File: src/hw/rtl/pwfr_pkg.sv
// Package for the pulse width frame receiver: frame geometry, field widths,
// status and register index codes, and the structs passed between modules.
// Depends on nothing; RTL files use scoped names, the testbench imports it.
package pwfr_pkg;

   localparam int FRAME_BYTES = 7;
   localparam int FRAME_BITS  = FRAME_BYTES * 8;
   localparam int BYTE_SEL_W  = $clog2(FRAME_BYTES);
   localparam int BITPOS_W    = BYTE_SEL_W + 3;

   localparam int CNT_W      = 20;
   localparam int SHORT_W    = 6;
   localparam int SINCE_W    = 22;
   localparam int FAIL_W     = 8;
   localparam int STATUS_W   = 2;
   localparam int BYTE_IDX_W = 4;

   localparam int CSR_IDX_W  = 3;
   localparam int CSR_DATA_W = 22;

   localparam logic [CNT_W-1:0]   CNT_MAX   = '1;
   localparam logic [SINCE_W-1:0] SINCE_MAX = '1;
   localparam logic [FAIL_W-1:0]  FAIL_MAX  = '1;

   localparam logic [BITPOS_W-1:0]   LAST_BIT  = BITPOS_W'(FRAME_BITS - 1);
   localparam logic [BYTE_SEL_W-1:0] LAST_BYTE = BYTE_SEL_W'(FRAME_BYTES - 1);

   // result status codes
   localparam logic [STATUS_W-1:0] STATUS_GOOD        = 2'd0;
   localparam logic [STATUS_W-1:0] STATUS_CHECKSUM    = 2'd1;
   localparam logic [STATUS_W-1:0] STATUS_NO_PREAMBLE = 2'd2;
   localparam logic [STATUS_W-1:0] STATUS_TIMEOUT     = 2'd3;

   // configuration register indexes
   localparam logic [CSR_IDX_W-1:0] CSR_PREAMBLE_MIN = 3'd0;
   localparam logic [CSR_IDX_W-1:0] CSR_ONE_THRESH   = 3'd1;
   localparam logic [CSR_IDX_W-1:0] CSR_MAX_SHORT    = 3'd2;
   localparam logic [CSR_IDX_W-1:0] CSR_HUNT_TIMEOUT = 3'd3;
   localparam logic [CSR_IDX_W-1:0] CSR_BIT_TIMEOUT  = 3'd4;
   localparam logic [CSR_IDX_W-1:0] CSR_SYNC_WINDOW  = 3'd5;

   // configuration reset values
   localparam logic [CNT_W-1:0]   RST_PREAMBLE_MIN = 20'd7000;
   localparam logic [CNT_W-1:0]   RST_ONE_THRESH   = 20'd1200;
   localparam logic [SHORT_W-1:0] RST_MAX_SHORT    = 6'd60;
   localparam logic [CNT_W-1:0]   RST_HUNT_TIMEOUT = 20'd20000;
   localparam logic [CNT_W-1:0]   RST_BIT_TIMEOUT  = 20'd1000000;
   localparam logic [SINCE_W-1:0] RST_SYNC_WINDOW  = 22'd3000000;

   typedef logic [FRAME_BYTES-1:0][7:0] frame_type;

   typedef struct packed {
      logic [CNT_W-1:0]   preamble_min;
      logic [CNT_W-1:0]   one_thresh;
      logic [SHORT_W-1:0] max_short;
      logic [CNT_W-1:0]   hunt_timeout;
      logic [CNT_W-1:0]   bit_timeout;
      logic [SINCE_W-1:0] sync_window;
   } cfg_type;

   // one frame event: a good frame (several result items) or one failure item
   typedef struct packed {
      logic                good;
      logic [STATUS_W-1:0] status;
      logic                synced;
      logic [FAIL_W-1:0]   fails;
      frame_type           data;
   } event_type;

endpackage

File: src/hw/rtl/pulse_width_frame_receiver.sv
// Top level of the pulse width frame receiver: configuration registers, the
// per-tick receive core and the result emitter. Depends on pwfr_pkg,
// pwfr_csr, pwfr_core and pwfr_emit.
//
//   channel   direction  handshake            payload
//   req_      in         req_valid/req_ready  req_line_level
//   rsp_      out        rsp_valid/rsp_ready  status, byte_value, byte_index,
//                                             last, synchronized, failed_frames
//   csr_      in         csr_wr_en            csr_index, csr_wr_data
//
// One line sample is taken per cycle while req_ready is high; the core
// updates all receive state in the cycle it accepts a sample. A result
// passes the waiting slot, then the output register, to the rsp_ port. A
// good frame plays out of the output register as FRAME_BYTES items, one
// per cycle while rsp_ready is high; a failure is a single item. One event
// waits in a slot behind the output register; req_ready drops only while
// that slot is full and cannot move on. Synchronous reset, no clearing pass.
module pulse_width_frame_receiver (
   input  logic                                clock,
   input  logic                                reset,
   input  logic                                req_valid,
   output logic                                req_ready,
   input  logic                                req_line_level,
   output logic                                rsp_valid,
   input  logic                                rsp_ready,
   output logic [pwfr_pkg::STATUS_W-1:0]       rsp_status,
   output logic [7:0]                          rsp_byte_value,
   output logic [pwfr_pkg::BYTE_IDX_W-1:0]     rsp_byte_index,
   output logic                                rsp_last,
   output logic                                rsp_synchronized,
   output logic [pwfr_pkg::FAIL_W-1:0]         rsp_failed_frames,
   input  logic                                csr_wr_en,
   input  logic [pwfr_pkg::CSR_IDX_W-1:0]      csr_index,
   input  logic [pwfr_pkg::CSR_DATA_W-1:0]     csr_wr_data
);

   pwfr_pkg::cfg_type    cfg;
   pwfr_pkg::event_type  ev;
   logic                 ev_push;
   logic                 slot_ready;
   logic                 accept;

   assign req_ready = slot_ready;
   assign accept    = req_valid && slot_ready;

   pwfr_csr u_csr (
      .clock       (clock),
      .reset       (reset),
      .csr_wr_en   (csr_wr_en),
      .csr_index   (csr_index),
      .csr_wr_data (csr_wr_data),
      .cfg         (cfg)
   );

   pwfr_core u_core (
      .clock      (clock),
      .reset      (reset),
      .cfg        (cfg),
      .accept     (accept),
      .line_level (req_line_level),
      .ev_push    (ev_push),
      .ev         (ev)
   );

   pwfr_emit u_emit (
      .clock             (clock),
      .reset             (reset),
      .ev_push           (ev_push),
      .ev                (ev),
      .slot_ready        (slot_ready),
      .rsp_valid         (rsp_valid),
      .rsp_ready         (rsp_ready),
      .rsp_status        (rsp_status),
      .rsp_byte_value    (rsp_byte_value),
      .rsp_byte_index    (rsp_byte_index),
      .rsp_last          (rsp_last),
      .rsp_synchronized  (rsp_synchronized),
      .rsp_failed_frames (rsp_failed_frames)
   );

endmodule

File: src/hw/rtl/pwfr_csr.sv
// Configuration registers of the pulse width frame receiver.
// Depends on pwfr_pkg for widths, index codes and reset values.
module pwfr_csr (
   input  logic                              clock,
   input  logic                              reset,
   input  logic                              csr_wr_en,
   input  logic [pwfr_pkg::CSR_IDX_W-1:0]    csr_index,
   input  logic [pwfr_pkg::CSR_DATA_W-1:0]   csr_wr_data,
   output pwfr_pkg::cfg_type                 cfg
);

   pwfr_pkg::cfg_type cfg_ff;
   pwfr_pkg::cfg_type cfg_in;

   always_comb begin
      cfg_in = cfg_ff;
      if (csr_wr_en) begin
         case (csr_index)
            pwfr_pkg::CSR_PREAMBLE_MIN:
               cfg_in.preamble_min = csr_wr_data[pwfr_pkg::CNT_W-1:0];
            pwfr_pkg::CSR_ONE_THRESH:
               cfg_in.one_thresh = csr_wr_data[pwfr_pkg::CNT_W-1:0];
            pwfr_pkg::CSR_MAX_SHORT:
               cfg_in.max_short = csr_wr_data[pwfr_pkg::SHORT_W-1:0];
            pwfr_pkg::CSR_HUNT_TIMEOUT:
               cfg_in.hunt_timeout = csr_wr_data[pwfr_pkg::CNT_W-1:0];
            pwfr_pkg::CSR_BIT_TIMEOUT:
               cfg_in.bit_timeout = csr_wr_data[pwfr_pkg::CNT_W-1:0];
            pwfr_pkg::CSR_SYNC_WINDOW:
               cfg_in.sync_window = csr_wr_data[pwfr_pkg::SINCE_W-1:0];
            default: ;  // drop writes beyond the register list
         endcase
      end
   end

   always_ff @(posedge clock) begin
      if (reset) begin
         cfg_ff.preamble_min <= pwfr_pkg::RST_PREAMBLE_MIN;
         cfg_ff.one_thresh   <= pwfr_pkg::RST_ONE_THRESH;
         cfg_ff.max_short    <= pwfr_pkg::RST_MAX_SHORT;
         cfg_ff.hunt_timeout <= pwfr_pkg::RST_HUNT_TIMEOUT;
         cfg_ff.bit_timeout  <= pwfr_pkg::RST_BIT_TIMEOUT;
         cfg_ff.sync_window  <= pwfr_pkg::RST_SYNC_WINDOW;
      end else begin
         cfg_ff <= cfg_in;
      end
   end

   assign cfg = cfg_ff;

endmodule

File: src/hw/rtl/pwfr_core.sv
// Per-tick pulse measurement, frame hunt and bit decode of the receiver.
// Updates all receive state on each accepted sample and raises one frame
// event per good frame or failure. Depends on pwfr_pkg.
module pwfr_core (
   input  logic                   clock,
   input  logic                   reset,
   input  pwfr_pkg::cfg_type      cfg,
   input  logic                   accept,
   input  logic                   line_level,
   output logic                   ev_push,
   output pwfr_pkg::event_type    ev
);

   typedef enum logic {PH_HUNT, PH_RECEIVE} phase_type;

   phase_type                         phase_ff,  phase_in;
   logic                              prev_ff,   prev_in;
   logic [pwfr_pkg::CNT_W-1:0]        low_ff,    low_in;
   logic [pwfr_pkg::CNT_W-1:0]        el_ff,     el_in;
   logic [pwfr_pkg::SHORT_W-1:0]      short_ff,  short_in;
   logic [pwfr_pkg::BITPOS_W-1:0]     bitpos_ff, bitpos_in;
   pwfr_pkg::frame_type               store_ff,  store_in;
   logic [7:0]                        sum_ff,    sum_in;
   logic [pwfr_pkg::SINCE_W-1:0]      since_ff,  since_in;
   logic [pwfr_pkg::FAIL_W-1:0]       fail_ff,   fail_in;

   logic [pwfr_pkg::CNT_W-1:0]        el_step;
   logic [pwfr_pkg::CNT_W-1:0]        low_base;
   logic [pwfr_pkg::CNT_W-1:0]        limit;
   logic [pwfr_pkg::BYTE_SEL_W-1:0]   byte_sel;
   logic                              rise;
   logic                              good_hit;
   logic                              fail_hit;
   logic [pwfr_pkg::STATUS_W-1:0]     fail_code;

   assign rise     = !prev_ff && line_level;
   assign el_step  = (el_ff != pwfr_pkg::CNT_MAX) ? el_ff + 1'b1 : el_ff;
   assign limit    = (phase_ff == PH_HUNT) ? cfg.hunt_timeout : cfg.bit_timeout;
   assign byte_sel = bitpos_ff[pwfr_pkg::BITPOS_W-1:3];

   always_comb begin
      phase_in  = phase_ff;
      short_in  = short_ff;
      bitpos_in = bitpos_ff;
      store_in  = store_ff;
      sum_in    = sum_ff;
      fail_in   = fail_ff;
      since_in  = (since_ff != pwfr_pkg::SINCE_MAX) ? since_ff + 1'b1 : since_ff;
      el_in     = el_step;
      low_base  = low_ff;
      good_hit  = 1'b0;
      fail_hit  = 1'b0;
      fail_code = pwfr_pkg::STATUS_TIMEOUT;

      if (rise) begin
         low_base = '0;
         el_in    = '0;
         if (phase_ff == PH_HUNT) begin
            if (low_ff >= cfg.preamble_min) begin
               phase_in  = PH_RECEIVE;
               bitpos_in = '0;
               short_in  = '0;
               store_in  = '0;
               sum_in    = '0;
            end else if (({1'b0, short_ff} + 1'b1) > {1'b0, cfg.max_short}) begin
               fail_hit  = 1'b1;
               fail_code = pwfr_pkg::STATUS_NO_PREAMBLE;
            end else begin
               short_in = short_ff + 1'b1;
            end
         end else begin
            if (low_ff > cfg.one_thresh) begin
               store_in[byte_sel][bitpos_ff[2:0]] = 1'b1;
               // keep a running checksum of every byte but the last
               if (byte_sel != pwfr_pkg::LAST_BYTE) begin
                  sum_in = sum_ff + (8'd1 << bitpos_ff[2:0]);
               end
            end
            bitpos_in = bitpos_ff + 1'b1;
            if (bitpos_ff == pwfr_pkg::LAST_BIT) begin
               if (sum_ff == store_in[pwfr_pkg::FRAME_BYTES-1]) begin
                  good_hit = 1'b1;
               end else begin
                  fail_hit  = 1'b1;
                  fail_code = pwfr_pkg::STATUS_CHECKSUM;
               end
            end
         end
      end else if (el_step >= limit) begin
         fail_hit = 1'b1;
      end

      if (good_hit) begin
         fail_in  = '0;
         since_in = '0;
      end
      if (fail_hit) begin
         fail_in = (fail_ff != pwfr_pkg::FAIL_MAX) ? fail_ff + 1'b1 : fail_ff;
      end
      if (good_hit || fail_hit) begin
         phase_in  = PH_HUNT;
         short_in  = '0;
         bitpos_in = '0;
         el_in     = '0;
         low_base  = '0;
      end

      low_in  = (!line_level && low_base != pwfr_pkg::CNT_MAX) ? low_base + 1'b1 : low_base;
      prev_in = line_level;
   end

   always_comb begin
      ev_push   = accept && (good_hit || fail_hit);
      ev.good   = good_hit;
      ev.status = good_hit ? pwfr_pkg::STATUS_GOOD : fail_code;
      ev.synced = since_in < cfg.sync_window;
      ev.fails  = fail_in;
      ev.data   = good_hit ? store_in : '0;
   end

   always_ff @(posedge clock) begin
      if (reset) begin
         phase_ff  <= PH_HUNT;
         prev_ff   <= 1'b1;
         low_ff    <= '0;
         el_ff     <= '0;
         short_ff  <= '0;
         bitpos_ff <= '0;
         store_ff  <= '0;
         sum_ff    <= '0;
         since_ff  <= '0;
         fail_ff   <= '0;
      end else if (accept) begin
         phase_ff  <= phase_in;
         prev_ff   <= prev_in;
         low_ff    <= low_in;
         el_ff     <= el_in;
         short_ff  <= short_in;
         bitpos_ff <= bitpos_in;
         store_ff  <= store_in;
         sum_ff    <= sum_in;
         since_ff  <= since_in;
         fail_ff   <= fail_in;
      end
   end

endmodule

File: src/hw/rtl/pwfr_emit.sv
// Result side of the receiver: one waiting event slot and the output register
// that plays an event out as one failure item or a run of frame bytes.
// Depends on pwfr_pkg.
module pwfr_emit (
   input  logic                                clock,
   input  logic                                reset,
   input  logic                                ev_push,
   input  pwfr_pkg::event_type                 ev,
   output logic                                slot_ready,
   output logic                                rsp_valid,
   input  logic                                rsp_ready,
   output logic [pwfr_pkg::STATUS_W-1:0]       rsp_status,
   output logic [7:0]                          rsp_byte_value,
   output logic [pwfr_pkg::BYTE_IDX_W-1:0]     rsp_byte_index,
   output logic                                rsp_last,
   output logic                                rsp_synchronized,
   output logic [pwfr_pkg::FAIL_W-1:0]         rsp_failed_frames
);

   logic                              slot_valid_ff, slot_valid_in;
   pwfr_pkg::event_type               slot_ff;
   logic                              cur_valid_ff,  cur_valid_in;
   pwfr_pkg::event_type               cur_ff,        cur_in;
   logic [pwfr_pkg::BYTE_SEL_W-1:0]   idx_ff,        idx_in;

   logic cur_last;
   logic rsp_fire;
   logic cur_free;
   logic slot_take;

   assign cur_last   = !cur_ff.good || (idx_ff == pwfr_pkg::LAST_BYTE);
   assign rsp_fire   = cur_valid_ff && rsp_ready;
   assign cur_free   = !cur_valid_ff || (rsp_fire && cur_last);
   assign slot_take  = slot_valid_ff && cur_free;
   assign slot_ready = !slot_valid_ff || slot_take;

   always_comb begin
      slot_valid_in = slot_valid_ff;
      if (ev_push) begin
         slot_valid_in = 1'b1;
      end else if (slot_take) begin
         slot_valid_in = 1'b0;
      end

      cur_valid_in = cur_valid_ff;
      cur_in       = cur_ff;
      idx_in       = idx_ff;
      if (cur_free) begin
         cur_valid_in = slot_valid_ff;
         cur_in       = slot_ff;
         idx_in       = '0;
      end else if (rsp_fire) begin
         // advance to the next frame byte
         cur_in.data = pwfr_pkg::frame_type'(cur_ff.data >> 8);
         idx_in      = idx_ff + 1'b1;
      end
   end

   always_ff @(posedge clock) begin
      if (reset) begin
         slot_valid_ff <= 1'b0;
         cur_valid_ff  <= 1'b0;
         idx_ff        <= '0;
      end else begin
         slot_valid_ff <= slot_valid_in;
         cur_valid_ff  <= cur_valid_in;
         idx_ff        <= idx_in;
      end
   end

   always_ff @(posedge clock) begin
      if (ev_push) begin
         slot_ff <= ev;
      end
      cur_ff <= cur_in;
   end

   assign rsp_valid         = cur_valid_ff;
   assign rsp_status        = cur_ff.status;
   assign rsp_byte_value    = cur_ff.data[0];
   assign rsp_byte_index    = pwfr_pkg::BYTE_IDX_W'(idx_ff);
   assign rsp_last          = cur_last;
   assign rsp_synchronized  = cur_ff.synced;
   assign rsp_failed_frames = cur_ff.fails;

endmodule

File: config.mk
export PLATFORM = sky130hd
export DESIGN_NAME = pulse_width_frame_receiver
export DESIGN_NICKNAME = d
export VERILOG_FILES = /design/src/hw/rtl/pwfr_pkg.sv /design/src/hw/rtl/pulse_width_frame_receiver.sv /design/src/hw/rtl/pwfr_csr.sv /design/src/hw/rtl/pwfr_core.sv /design/src/hw/rtl/pwfr_emit.sv
export SDC_FILE = /design/constraint.sdc
export NUM_CORES = 1
export LEC_CHECK = 0
export ABC_AREA = 1
export ABC_CLOCK_PERIOD_IN_PS = 5400
export BUFFER_PORTS_ARGS = -buffer_cell sky130_fd_sc_hd__buf_2
export CORE_ASPECT_RATIO = 1.2
export CORE_MARGIN = 2
export CORE_UTILIZATION = 30
export CTS_CLUSTER_SIZE = 8
export DETAILED_ROUTE_END_ITERATION = 7
export PLACE_DENSITY_LB_ADDON = 0.12
export REMOVE_ABC_BUFFERS = 1
export SYNTH_ARGS = -nofsm -noshare
export SYNTH_HDL_FRONTEND = slang
export SYNTH_SLANG_ARGS = --single-unit
export TNS_END_PERCENT = 1
File: constraint.sdc
create_clock -name clock -period 5.4 [get_ports clock]
set_input_delay 0.27 -clock clock [delete_from_list [all_inputs] [get_ports clock]]
set_output_delay 0.27 -clock clock [all_outputs]
set_load 0.02 [all_outputs]
==> results.txt <==
* Most frequently used cell type in the post-synthesis netlist: nand2_1
* Gate count of the mapped netlist: 2646
- 0 antenna diodes ended up in the layout.
* DRC: 0
- Die span in x: 243 microns
* Worst-Margin Slew: 1.13 ns
* RePlAce Congestion: 0.832
- The share of synthesized area in the top cell type comes to 25.4%.
- Wire length per cell after detailed routing: 15.6 microns
- Number of nets still failing antenna checks after routing: 0
- Initial core utilization: 30.2%
- Final setup violation count: 0
- The post-route netlist has 7.84% of its cells at a drive strength greater than 1.
- Wire length reported by the detailed router: 56.1 mm
* Syn_area_per_cell: 7.77 sq um
* Ys async rst share: 0%
* Detailed-route vias per instance: 4.70
* Cell row count: 105
- Crit-path slowest cell: dfxtp_1
- Highest routing layer actually used: met4
- Total congestion overflow after global routing: 0
- Cell leakage power: 0.00978 uW
* Seq/Total Area, Yosys: 45.3%
- For the finished layout, the period the worst path requires is 4.76 ns.
- The clock passes through at most 3 buffers.
* Met2 routed wirelength: 28.4 mm
* Die area: 0.0707 sq mm
- Buffer type at the clock tree root: clkbuf_16
- Maxcap violations: 0
* Maximum resistive drop on vdd: 0.189 mV
- Clock-pin slew was measured on the worst setup and hold paths at 0.05 ns.
* Critical Path RT: 5.93 ns
- In this run the tool buffered the top-level ports with 55 buffer cells.
- Most used cell, CP: nand2_1
* Reg2reg path depth: 33
* Number of antenna violations at the first check in global routing: 1
- Cell count of the worst hold path: 3
- Period Utilization, post-route: 88.2%
- The number of hold-slack violations in the final timing report was 0.
- STA classifies the critical path startpoint as a register.
- Commonest register cell after synthesis: dfxtp_1
- Entering global routing, the biggest net connects 137 pins.
- Worst hold slack: 0.0416 ns
- In this run, CTS created clock tree buffers numbering 55.
- The first global-routing pass estimated 91.1 mm of wire.
- Critical path arrival: 5.30 ns
- Tot GR Track Use: 16.0%
- Seq cells post-synth: 397
* Vias post-DR: 16900
* Largest clock skew in the final design: 0.0270 ns
* Synth warn: 0
- For this run, the post-layout net count is 2801.
- By area the synthesized netlist is led by dfxtp_1 (25%), edfxtp_1 (20%), nand2_1 (11%).
- Metal-1 WL: 24.5 mm
- Worst slew slack as a fraction of its limit: 24.6%
- Worst path buffer plus inverter count: 8
- Critical path endpoint category: register
- Number of cells on the critical path: 33
- Setup tns final: 0 ns
- Post-synthesis cell type count: 56
- Total Power Consumption: 6890 uW
- In this design, the largest share of critical-path delay is due to simple AND/OR/NAND/NOR gates.
- The pre-antenna-repair detailed-routing pass consisted of 5 iterations.
- Count of flip-flops with a built-in enable after synthesis: 136
* Number of top-level pins: 57
* Clock latency of the later-clocked register in the worst-skew pair: 0.61 ns
* DR WL met3: 1.91 mm
- In this run the number of H-tree levels came out at 2.
- Unrepaired setup endpoints after global routing: false
* Final HPWL DP: 37.9 mm
- Upper clock frequency limit: 210 MHz
* Areal power density over the cells: 297 mW/mm^2
- Library cell occupying the most area in the post-synthesis netlist: dfxtp_1
- Setup repair bufs after CTS: 0
- The count of final max-slew check failures was 0.
- Number of global-route vias before repair: 16900
* Maximum net fanout on the critical path: 18
- The run finished with clean final reports.
* Share of the core filled with cells: 34.1%
- Number of clock sinks: 397
* Synth-to-Final Area Change: 13.0%
- In the synthesized netlist, the cells that appear most often are nand2_1 (603), inv_1 (320), dfxtp_1 (261).
- Netlist Area Pre-Place: 0.0206 sq mm
- Placeable core region: 0.0681 sq mm
* Hold Path Class: input port to register
- TritonCTS built the clock tree.
- The die is 291 microns tall.
- Max stage delay on crit path: 0.39 ns
- Number of violations reported at the end of detailed-routing iteration 0: 915
- Critical path start-end classification: register to register
routing by layer:
| layer | track usage, % | up-vias |
|---|---|---|
| li1 | - | 8699 |
| met1 | 19.1 | 7904 |
| met2 | 29.4 | 244 |
| met3 | 2.43 | 86 |
| met4 | 4.44 | 0 |
| met5 | 0 | - |
cell usage in the layout (no fill, tap or decap), types with 25 or more instances in the layout:
master / count
a21oi_1: 241
buf_2: 55
buf_4: 25
clkbuf_1: 27
clkbuf_16: 55
dfxtp_1: 261
edfxtp_1: 136
ha_1: 107
inv_1: 318
nand2_1: 600
nand3_1: 84
nand4_1: 29
nor2_1: 258
nor3_1: 36
o211ai_1: 49
o21ai_0: 213
xor2_1: 33
flip-flops by register name, indices dropped and copies added (netlist names), 2 cells and up:
name                      count
u_core.sum_ff                 8
u_emit.rsp_status             2
u_csr.cfg                   108
u_core.fail_ff                8
u_emit.rsp_failed_frames      8
u_core.store_ff              56
u_emit.cur_ff                49
u_core.short_ff               6
u_core.el_ff                 20
u_core.low_ff                20
u_emit.slot_ff               68
u_core.since_ff              22
u_emit.idx_ff                 3
u_core.bitpos_ff              6
u_emit.rsp_byte_value         8
kinds of logic (layout without fill, tap and decap cells):
group | count (synthesis) | after routing | synth area share, %
other | 1 | 1 | 0.0182
and+or+nand+nor | 1083 | 1083 | 22.5
xor gates and xnor gates | 50 | 50 | 2.13
adders and majority gates | 108 | 108 | 6.61
muxes | 7 | 7 | 0.341
DFF | 397 | 397 | 45.3
buffers and inverters | 461 | 506 | 8.99
AOI/OAI and AO/OA | 539 | 539 | 14.1
report_power, final:
group	internal (uW)	leakage, uW	switching, uW
Clock	1880	0.000741	1320
Combinational	148	0.00557	330
Sequential	3170	0.00347	43.5
Total	5200	0.00978	1700
final timing paths:
path / start / end / slack, ns
setup / recovery: u_core.el_ff[1] / u_core.low_ff[9] / 0.64
hold / removal: csr_wr_data[18] / u_csr.cfg[40] / 0.04
setup reg to reg: u_core.el_ff[1] / u_core.low_ff[9] / 0.64
hold reg to reg: u_emit.slot_ff[66] / u_emit.rsp_status[1] / 0.42
worst min-delay path: stages:
cell and delay [ns]:
buf_2 0.18, nand2_1 0.07, nand3_1 0.08
stage by stage:
| stage | setup slack (ns) | std cells | instance area [sq um] |
|---|---|---|---|
| floorplan | -3.39 | 2517 | 20000 |
| global placement | 0.618 | 3508 | 21600 |
| detailed placement | 0.577 | 3508 | 21600 |
| CTS | 0.543 | 3600 | 23200 |
| global route | 0.000843 | 3600 | 23200 |
| finish | 0.637 | 3600 | 23200 |
final cells by class:
cell class,count,area (sq um)
inverters,332,1250
repair buffers,88,563
clock buffers,83,1490
multi-input cells,1788,9440
fillers,7340,44800
flip-flops and latches,397,9310
clock inverters,3,48.8
well taps,909,1140
repair_timing:
action	CTS	global route
hold buffers	6	0
endpoints found under the hold margin	8	0
gates resized for setup	0	2
endpoints found under the setup margin	0	12
(Power assumes the default switching activity.)
